## config.mk

```make
export PLATFORM = sky130hd
export DESIGN_NAME = guide_line_token_formatter_core
export DESIGN_NICKNAME = d
export VERILOG_FILES = /design/src/rtl/gltf_pkg.sv /design/src/rtl/guide_line_token_formatter_core.sv /design/src/rtl/gltf_cfg_regs.sv /design/src/rtl/gltf_token_step.sv /design/src/rtl/gltf_out_stage.sv
export SDC_FILE = /design/constraint.sdc
export NUM_CORES = 1
export LEC_CHECK = 0
export ABC_AREA = 1
export BUFFER_PORTS_ARGS = -buffer_cell sky130_fd_sc_hd__buf_4
export CORE_MARGIN = 3
export CORE_UTILIZATION = 40
export CTS_CLUSTER_DIAMETER = 120
export DETAILED_ROUTE_END_ITERATION = 12
export GPL_ROUTABILITY_DRIVEN = 0
export PLACE_DENSITY_LB_ADDON = 0.1
export SYNTH_ARGS = -nofsm -noshare
export SYNTH_HDL_FRONTEND = slang
export SYNTH_HIERARCHICAL = 1
export SYNTH_SLANG_ARGS = --single-unit
```

## constraint.sdc

```tcl
create_clock -name aclk -period 8.7 [get_ports aclk]
set_clock_uncertainty 0.05 [all_clocks]
set_input_delay 1.305 -clock aclk [delete_from_list [all_inputs] [get_ports aclk]]
set_output_delay 1.305 -clock aclk [all_outputs]
set_load 0.005 [all_outputs]
```

## src/rtl/gltf_pkg.sv

```systemverilog
package gltf_pkg;

    localparam int unsigned CFG_INDEX_W = 3;
    localparam int unsigned CFG_DATA_W  = 8;

    localparam logic [CFG_INDEX_W-1:0] CFG_DISPLAY_WIDTH  = 3'd0;
    localparam logic [CFG_INDEX_W-1:0] CFG_COLOUR_MODE    = 3'd1;
    localparam logic [CFG_INDEX_W-1:0] CFG_NORMAL_ATTR    = 3'd2;
    localparam logic [CFG_INDEX_W-1:0] CFG_BOLD_ATTR      = 3'd3;
    localparam logic [CFG_INDEX_W-1:0] CFG_REVERSE_ATTR   = 3'd4;
    localparam logic [CFG_INDEX_W-1:0] CFG_UNDERLINE_ATTR = 3'd5;

    localparam logic [7:0] RST_DISPLAY_WIDTH  = 8'd80;
    localparam logic       RST_COLOUR_MODE    = 1'b1;
    localparam logic [7:0] RST_NORMAL_ATTR    = 8'd7;
    localparam logic [7:0] RST_BOLD_ATTR      = 8'd15;
    localparam logic [7:0] RST_REVERSE_ATTR   = 8'd112;
    localparam logic [7:0] RST_UNDERLINE_ATTR = 8'd1;

    localparam logic [7:0] CH_NUL    = 8'h00;
    localparam logic [7:0] CH_SPACE  = 8'h20;
    localparam logic [7:0] CH_CARET  = 8'h5E;
    localparam logic [7:0] CH_RUN    = 8'hFF;
    localparam logic [7:0] CH_ZERO   = 8'h30;
    localparam logic [7:0] CH_NINE   = 8'h39;
    localparam logic [7:0] CH_SEVEN  = 8'h37;
    localparam logic [7:0] CH_A_UP   = 8'h41;
    localparam logic [7:0] CH_B_UP   = 8'h42;
    localparam logic [7:0] CH_C_UP   = 8'h43;
    localparam logic [7:0] CH_F_UP   = 8'h46;
    localparam logic [7:0] CH_N_UP   = 8'h4E;
    localparam logic [7:0] CH_R_UP   = 8'h52;
    localparam logic [7:0] CH_U_UP   = 8'h55;
    localparam logic [7:0] CH_A_LO   = 8'h61;
    localparam logic [7:0] CH_B_LO   = 8'h62;
    localparam logic [7:0] CH_C_LO   = 8'h63;
    localparam logic [7:0] CH_F_LO   = 8'h66;
    localparam logic [7:0] CH_N_LO   = 8'h6E;
    localparam logic [7:0] CH_R_LO   = 8'h72;
    localparam logic [7:0] CH_U_LO   = 8'h75;
    localparam logic [7:0] HEX_TEN   = 8'd10;

    typedef enum logic [2:0] {
        PH_IDLE  = 3'd0,
        PH_CARET = 3'd1,
        PH_A_HI  = 3'd2,
        PH_A_LO  = 3'd3,
        PH_C_HI  = 3'd4,
        PH_C_LO  = 3'd5,
        PH_RUN   = 3'd6
    } phase_t;

    typedef struct packed {
        logic       func;
        logic [7:0] line_byte;
    } in_item_t;

    typedef struct packed {
        logic [7:0] cell_char;
        logic [7:0] cell_attr;
        logic [7:0] cell_count;
        logic       line_done;
    } out_item_t;

    typedef struct packed {
        logic [7:0] display_width;
        logic       colour_mode;
        logic [7:0] normal_attr;
        logic [7:0] bold_attr;
        logic [7:0] reverse_attr;
        logic [7:0] underline_attr;
    } cfg_t;

    function automatic logic [3:0] hex_value(input logic [7:0] b);
        logic [7:0] v;
        begin
            v = 8'd0;
            if (b >= CH_ZERO && b <= CH_NINE) begin
                v = b - CH_ZERO;
            end else if (b >= CH_A_UP && b <= CH_F_UP) begin
                v = b - CH_SEVEN;
            end else if (b >= CH_A_LO && b <= CH_F_LO) begin
                v = b - CH_A_LO + HEX_TEN;
            end
            return v[3:0];
        end
    endfunction

endpackage

```

## src/rtl/guide_line_token_formatter_core.sv

```systemverilog
// path: input register, parse step, result register driving m_valid; waits under back-pressure
// throughput: one byte per cycle unless m_ready stalls a result; set by the input register
//   feeding the parse step and the single result register, refilled in the cycle it drains
// reset: aresetn synchronous, active low; clears both stages, parse state and
//   loads the register defaults (width 80, colour on, attributes 7/15/112/1)
module guide_line_token_formatter_core (
    input  logic                              aclk,
    input  logic                              aresetn,
    input  logic                              cfg_wr_en,
    input  logic [gltf_pkg::CFG_INDEX_W-1:0]  cfg_index,
    input  logic [gltf_pkg::CFG_DATA_W-1:0]   cfg_wr_data,
    input  logic                              s_valid,
    output logic                              s_ready,
    input  gltf_pkg::in_item_t                s_data,
    output logic                              m_valid,
    input  logic                              m_ready,
    output gltf_pkg::out_item_t               m_data
);

    gltf_pkg::cfg_t      cfg;
    logic                in_valid_reg;
    logic                in_valid_next;
    gltf_pkg::in_item_t  in_data_reg;
    logic                has_result;
    gltf_pkg::out_item_t result;
    logic                out_busy;
    logic                advance;

    gltf_cfg_regs u_cfg (
        .aclk        (aclk),
        .aresetn     (aresetn),
        .cfg_wr_en   (cfg_wr_en),
        .cfg_index   (cfg_index),
        .cfg_wr_data (cfg_wr_data),
        .cfg         (cfg)
    );

    // a byte with no result never waits for the output register
    assign advance = in_valid_reg && (!has_result || !out_busy);
    assign s_ready = !in_valid_reg || advance;

    always_comb begin
        in_valid_next = in_valid_reg;
        if (s_valid && s_ready) begin
            in_valid_next = 1'b1;
        end else if (advance) begin
            in_valid_next = 1'b0;
        end
    end

    always_ff @(posedge aclk) begin
        if (!aresetn) begin
            in_valid_reg <= 1'b0;
        end else begin
            in_valid_reg <= in_valid_next;
        end
    end

    always_ff @(posedge aclk) begin
        if (s_valid && s_ready) begin
            in_data_reg <= s_data;
        end
    end

    gltf_token_step u_step (
        .aclk       (aclk),
        .aresetn    (aresetn),
        .cfg        (cfg),
        .item       (in_data_reg),
        .advance    (advance),
        .has_result (has_result),
        .result     (result)
    );

    gltf_out_stage u_out (
        .aclk      (aclk),
        .aresetn   (aresetn),
        .load      (advance && has_result),
        .load_data (result),
        .busy      (out_busy),
        .m_ready   (m_ready),
        .m_valid   (m_valid),
        .m_data    (m_data)
    );

    a_reset_clears_output: assert property (@(posedge aclk)
        !aresetn |=> !m_valid)
        else $error("result valid after reset");

    a_line_end_is_space: assert property (@(posedge aclk) disable iff (!aresetn)
        (m_valid && m_data.line_done) |-> (m_data.cell_char == gltf_pkg::CH_SPACE))
        else $error("padding result is not a space");

    a_cells_nonzero: assert property (@(posedge aclk) disable iff (!aresetn)
        (m_valid && !m_data.line_done) |-> (m_data.cell_count != 8'd0))
        else $error("cell result with zero count");

    a_stall_keeps_item: assert property (@(posedge aclk) disable iff (!aresetn)
        (in_valid_reg && !advance) |=> in_valid_reg)
        else $error("stalled byte lost from input register");

endmodule

```

## src/rtl/gltf_cfg_regs.sv

```systemverilog
module gltf_cfg_regs (
    input  logic                              aclk,
    input  logic                              aresetn,
    input  logic                              cfg_wr_en,
    input  logic [gltf_pkg::CFG_INDEX_W-1:0]  cfg_index,
    input  logic [gltf_pkg::CFG_DATA_W-1:0]   cfg_wr_data,
    output gltf_pkg::cfg_t                    cfg
);

    gltf_pkg::cfg_t cfg_reg;
    gltf_pkg::cfg_t cfg_next;

    always_comb begin
        cfg_next = cfg_reg;
        if (cfg_wr_en) begin
            case (cfg_index)
                gltf_pkg::CFG_DISPLAY_WIDTH:  cfg_next.display_width  = cfg_wr_data;
                gltf_pkg::CFG_COLOUR_MODE:    cfg_next.colour_mode    = cfg_wr_data[0];
                gltf_pkg::CFG_NORMAL_ATTR:    cfg_next.normal_attr    = cfg_wr_data;
                gltf_pkg::CFG_BOLD_ATTR:      cfg_next.bold_attr      = cfg_wr_data;
                gltf_pkg::CFG_REVERSE_ATTR:   cfg_next.reverse_attr   = cfg_wr_data;
                gltf_pkg::CFG_UNDERLINE_ATTR: cfg_next.underline_attr = cfg_wr_data;
                default: ;
            endcase
        end
    end

    always_ff @(posedge aclk) begin
        if (!aresetn) begin
            cfg_reg.display_width  <= gltf_pkg::RST_DISPLAY_WIDTH;
            cfg_reg.colour_mode    <= gltf_pkg::RST_COLOUR_MODE;
            cfg_reg.normal_attr    <= gltf_pkg::RST_NORMAL_ATTR;
            cfg_reg.bold_attr      <= gltf_pkg::RST_BOLD_ATTR;
            cfg_reg.reverse_attr   <= gltf_pkg::RST_REVERSE_ATTR;
            cfg_reg.underline_attr <= gltf_pkg::RST_UNDERLINE_ATTR;
        end else begin
            cfg_reg <= cfg_next;
        end
    end

    assign cfg = cfg_reg;

endmodule

```

## src/rtl/gltf_token_step.sv

```systemverilog
module gltf_token_step (
    input  logic                aclk,
    input  logic                aresetn,
    input  gltf_pkg::cfg_t      cfg,
    input  gltf_pkg::in_item_t  item,
    input  logic                advance,
    output logic                has_result,
    output gltf_pkg::out_item_t result
);

    gltf_pkg::phase_t phase_reg;
    gltf_pkg::phase_t phase_next;
    logic [3:0]       nibble_reg;
    logic [3:0]       nibble_next;
    logic [7:0]       attr_reg;
    logic [7:0]       attr_next;
    logic [7:0]       cells_reg;
    logic [7:0]       cells_next;

    logic [7:0] b;
    logic       is_a;
    logic       is_b;
    logic       is_c;
    logic       is_n;
    logic       is_r;
    logic       is_u;
    logic [3:0] hex_b;
    logic [7:0] hex_char;
    logic [7:0] cell_attr;
    logic [8:0] cells_sum;
    logic [7:0] emit_count;

    assign b     = item.line_byte;
    assign is_a  = (b == gltf_pkg::CH_A_UP) || (b == gltf_pkg::CH_A_LO);
    assign is_b  = (b == gltf_pkg::CH_B_UP) || (b == gltf_pkg::CH_B_LO);
    assign is_c  = (b == gltf_pkg::CH_C_UP) || (b == gltf_pkg::CH_C_LO);
    assign is_n  = (b == gltf_pkg::CH_N_UP) || (b == gltf_pkg::CH_N_LO);
    assign is_r  = (b == gltf_pkg::CH_R_UP) || (b == gltf_pkg::CH_R_LO);
    assign is_u  = (b == gltf_pkg::CH_U_UP) || (b == gltf_pkg::CH_U_LO);
    assign hex_b = gltf_pkg::hex_value(b);
    assign hex_char  = {nibble_reg, hex_b};
    assign cell_attr = cfg.colour_mode ? attr_reg : 8'd0;
    assign cells_sum = {1'b0, cells_reg} + {1'b0, emit_count};

    // next parse phase
    always_comb begin
        phase_next = gltf_pkg::PH_IDLE;
        if (!item.func) begin
            unique case (phase_reg)
                gltf_pkg::PH_CARET: begin
                    if (is_a) begin
                        phase_next = gltf_pkg::PH_A_HI;
                    end else if (is_c) begin
                        phase_next = gltf_pkg::PH_C_HI;
                    end else if (is_b || is_r || is_u || is_n || b == gltf_pkg::CH_CARET) begin
                        phase_next = gltf_pkg::PH_IDLE;
                    end else if (b == gltf_pkg::CH_RUN) begin
                        phase_next = gltf_pkg::PH_RUN;
                    end
                end
                gltf_pkg::PH_A_HI: phase_next = gltf_pkg::PH_A_LO;
                gltf_pkg::PH_C_HI: phase_next = gltf_pkg::PH_C_LO;
                gltf_pkg::PH_A_LO,
                gltf_pkg::PH_C_LO,
                gltf_pkg::PH_RUN:  phase_next = gltf_pkg::PH_IDLE;
                default: begin
                    if (b == gltf_pkg::CH_CARET) begin
                        phase_next = gltf_pkg::PH_CARET;
                    end else if (b == gltf_pkg::CH_RUN) begin
                        phase_next = gltf_pkg::PH_RUN;
                    end
                end
            endcase
        end
    end

    // result and datapath state
    always_comb begin
        has_result         = 1'b0;
        result.cell_char   = (b == gltf_pkg::CH_NUL) ? gltf_pkg::CH_SPACE : b;
        result.cell_attr   = cell_attr;
        result.cell_count  = 8'd1;
        result.line_done   = 1'b0;
        emit_count         = 8'd1;
        nibble_next        = nibble_reg;
        attr_next          = attr_reg;
        cells_next         = cells_reg;
        if (item.func) begin
            has_result        = 1'b1;
            result.cell_char  = gltf_pkg::CH_SPACE;
            result.cell_attr  = cfg.colour_mode ? cfg.normal_attr : 8'd0;
            result.cell_count = (cells_reg < cfg.display_width)
                                ? (cfg.display_width - cells_reg) : 8'd0;
            result.line_done  = 1'b1;
            nibble_next       = 4'd0;
            attr_next         = cfg.normal_attr;
            cells_next        = 8'd0;
        end else begin
            unique case (phase_reg)
                gltf_pkg::PH_CARET: begin
                    if (is_b) begin
                        attr_next = (attr_reg == cfg.bold_attr) ? cfg.normal_attr
                                                                : cfg.bold_attr;
                    end else if (is_r) begin
                        attr_next = (attr_reg == cfg.reverse_attr) ? cfg.normal_attr
                                                                   : cfg.reverse_attr;
                    end else if (is_u) begin
                        attr_next = (attr_reg == cfg.underline_attr) ? cfg.normal_attr
                                                                     : cfg.underline_attr;
                    end else if (is_n) begin
                        attr_next = cfg.normal_attr;
                    end else if (b == gltf_pkg::CH_CARET) begin
                        has_result = 1'b1;
                    end else if (!is_a && !is_c && b != gltf_pkg::CH_RUN) begin
                        has_result = 1'b1;
                    end
                end
                gltf_pkg::PH_A_HI,
                gltf_pkg::PH_C_HI: nibble_next = hex_b;
                gltf_pkg::PH_A_LO: attr_next = hex_char;
                gltf_pkg::PH_C_LO: begin
                    has_result       = 1'b1;
                    result.cell_char = (hex_char == gltf_pkg::CH_NUL) ? gltf_pkg::CH_SPACE
                                                                      : hex_char;
                end
                gltf_pkg::PH_RUN: begin
                    has_result        = (b != gltf_pkg::CH_NUL);
                    result.cell_char  = gltf_pkg::CH_SPACE;
                    result.cell_count = b;
                    emit_count        = b;
                end
                default: begin
                    has_result = (b != gltf_pkg::CH_CARET) && (b != gltf_pkg::CH_RUN);
                end
            endcase
            if (has_result) begin
                cells_next = cells_sum[8] ? 8'hFF : cells_sum[7:0];
            end
        end
    end

    always_ff @(posedge aclk) begin
        if (!aresetn) begin
            phase_reg  <= gltf_pkg::PH_IDLE;
            nibble_reg <= 4'd0;
            attr_reg   <= gltf_pkg::RST_NORMAL_ATTR;
            cells_reg  <= 8'd0;
        end else if (advance) begin
            phase_reg  <= phase_next;
            nibble_reg <= nibble_next;
            attr_reg   <= attr_next;
            cells_reg  <= cells_next;
        end
    end

endmodule

```

## src/rtl/gltf_out_stage.sv

```systemverilog
module gltf_out_stage (
    input  logic                aclk,
    input  logic                aresetn,
    input  logic                load,
    input  gltf_pkg::out_item_t load_data,
    output logic                busy,
    input  logic                m_ready,
    output logic                m_valid,
    output gltf_pkg::out_item_t m_data
);

    logic                valid_reg;
    logic                valid_next;
    gltf_pkg::out_item_t data_reg;

    always_comb begin
        valid_next = valid_reg;
        if (load) begin
            valid_next = 1'b1;
        end else if (m_ready) begin
            valid_next = 1'b0;
        end
    end

    always_ff @(posedge aclk) begin
        if (!aresetn) begin
            valid_reg <= 1'b0;
        end else begin
            valid_reg <= valid_next;
        end
    end

    always_ff @(posedge aclk) begin
        if (load) begin
            data_reg <= load_data;
        end
    end

    assign busy    = valid_reg && !m_ready;
    assign m_valid = valid_reg;
    assign m_data  = data_reg;

endmodule
```

==> flow_summary.ini <==
[synth]
synthTopCellsByArea = dfxtp_1, nand2_1, edfxtp_1
avgSynthCellArea_um2 = 6.877
seq_area_frac_synth_pct = 37.43
ys_seq_elements = 100
yosys.area.top_type_share_pct = 21.11
synthArstFlopShare_pct = 0
synth_ff_type = dfxtp_1
synth_cells = 910
synth_top_cell_by_area = dfxtp_1
synth_area_um2 = 6259
yosysWarnings = 6
synth_cell_types = 44
synth_edf_count = 34
syn_nets = 957

[worst_setup_path]
worst_ep_arrival_time_ps = 3900
path_max_fanout = 10
worstSetupPathType = reg2reg
critPathLaunchType = register
endpoint_kind = register
crit_required_ps = 8900

[route]
ant_nets = 0
viasPerCell = 4.984
first_pass_iters = 5
wirelength_mm = 17.19
first_iter_violations = 493
wire_per_inst_um = 14.68
vias = 5836
route.detailed.drc = 0

[grt]
grt_remaining_overflow = 0
grt_pass1_wl_mm = 27.78
grt_pass1_vias = 5357
grt_usage_pct = 20.77
grt_start_max_net_pins = 50
antenna_found_initial = 0

[clock_network]
cts_buffers = 9
holdBufCountCts = 0
post-cts-setup-buffer-count = 0
cts_root_buf = clkbuf_16
cts.clk_slew.worst_paths_ps = 70
cts-htree-levels = 3
cts_tree = done
insertion_delay_ps = 350
cts.sinks = 100
ctsLongestPathBuffers = 2
ctsResizeCount = 0

[placement]
dp_hpwl_mm = 13.20
port-buffer-count = 51
placed_area_um2 = 6809

[finish]
drive_gt1_share_pct = 11.88
final_nets = 1002
layout_common_cells = nand2_1, inv_1, nand3_1
postLayoutCellArea_um2 = 7118
largest_reg_flops = 41
layout_commonest_cell = nand2_1
area_delta_synth_final_pct = 13.73
antenna_cells_inserted = 0

[sta]
fin_crit_ps = 3695
slew_headroom_pct = 32.81
slew_violations = 0
finalSetupViolCount = 0
max_freq_ghz = 0.2706
worst_slew_pin_slew_ps = 1007
finalHoldViolations = 0
grt_setup_unrepaired = false
fin_tns_setup_ps = 0
post-route-period-util_pct = 42.47

[power_and_ir_drop]
switching_power_w = 0.0002761
comb_power_share_pct = 12.4
p_clk_share_pct = 38.5
seqPwrFrac_pct = 49.0
p_sw_share_pct = 25.95
peakVddDrop_mv = 0.08117
power_density_nw_per_um2 = 149.4
p_int_w = 0.0007876
p_leak_nw = 3.221

[floorplan]
fp.coreArea_um2 = 15260
fp.dieW_um = 131.1
dieArea_um2 = 17180
io_pins = 52
num_rows = 45
start_util_pct = 41.02
die_h_um = 131.1

[hold_path]
hold_path.class = reg2reg

[status]
status = completed

[flow_run]
maxCapViolCount = 0
-- final timing paths --
check | startpoint | endpoint | slack [ps] | cells past startpoint
worst max-delay path | in_data_reg[0] | u_step/nibble_reg[0] | 5000 | 16
worst min-delay path | u_step/nibble_reg[2] | u_step/nibble_reg[2] | 440 | 2
worst max register to register | in_data_reg[0] | u_step/nibble_reg[0] | 5000 | 16
worst min register to register | u_step/nibble_reg[2] | u_step/nibble_reg[2] | 440 | 2
-- routing by layer --
layer  GRT usage [%]  share of wire [%]  up-vias
li1                -                  -     3031
met1           30.23                 49     2627
met2           32.38                 45      160
met3           2.553                4.2       18
met4           5.989                1.4        0
met5               0                  0        -
-- per-stage QoR --
stage | hold WS (ps) | utilization (%) | instances | setup WS (ps) | power (W)
3_3_place_gp | 421.2 | 44.62 | 1155 | 5306 | 0.0006645
6_report | 435.4 | 46.65 | 1171 | 5005 | 0.001064
3_5_place_dp | 425.9 | 44.62 | 1155 | 5124 | 0.0006640
2_1_floorplan | 398.3 | - | 910 | 5768 | 0.0006151
4_1_cts | 436.7 | 46.65 | 1171 | 5071 | 0.001075
5_1_grt | 459.0 | 46.65 | 1171 | 4575 | 0.001113
-- critical path, cell delays in order (launching register included) --
cell,delay (ps)
edfxtp_1,450
inv_1,190
ha_1,170
inv_1,50
nor2_2,150
nand2_2,160
nand4_2,150
nor3_1,60
nor2_2,120
nand3_2,140
a21boi_0,510
inv_1,260
nor2_2,460
inv_1,110
nor2_1,300
nand3_1,120
a21oi_1,130
-- logic make-up (layout without fill, tap and decap cells) --
kind of cell	count (synthesis)	in the layout	synth area share [%]
adders and majority gates	22	22	4.638
DFF	100	100	37.43
and+or+nand+nor	517	517	36.03
AOI/OAI and AO/OA	111	111	9.976
buffers and inverters	138	188	8.857
xor gates and xnor gates	22	22	3.079
-- synthesized netlist by cell type (3+ instances only) --
| cell | count |
|---|---|
| a21oi_1 | 56 |
| a21oi_2 | 5 |
| buf_4 | 3 |
| buf_6 | 3 |
| clkbuf_1 | 8 |
| dfxtp_1 | 66 |
| edfxtp_1 | 34 |
| ha_1 | 20 |
| inv_1 | 110 |
| inv_2 | 8 |
| nand2_1 | 282 |
| nand2_2 | 10 |
| nand3_1 | 100 |
| nand4_1 | 9 |
| nor2_1 | 85 |
| nor2_2 | 8 |
| nor2_4 | 7 |
| nor3_1 | 5 |
| o21ai_0 | 26 |
| o21ai_1 | 7 |
| o22ai_1 | 5 |
| xnor2_1 | 17 |
| xor2_1 | 5 |
-- cell type report --
class	count	area, µm²
fill	1607	8140
multi-input combinational	672	3362
sequential	100	2342
inverter	120	450.4
timing repair buffer	52	390.4
clock buffer	14	295.3
tap	211	264.0
clock inverter	2	13.76
-- power by group through the flow --
| stage | clock (W) | sequential (W) | combinational, W |
|---|---|---|---|
| 2_1_floorplan | 0 | 0.000525 | 0.0000897 |
| 3_3_place_gp | 0 | 0.000532 | 0.000132 |
| 3_5_place_dp | 0 | 0.000532 | 0.000132 |
| 4_1_cts | 0.000421 | 0.000522 | 0.000132 |
| 5_1_grt | 0.000437 | 0.000524 | 0.000151 |
| 6_report | 0.000410 | 0.000522 | 0.000132 |
(Power assumes the default switching activity.)
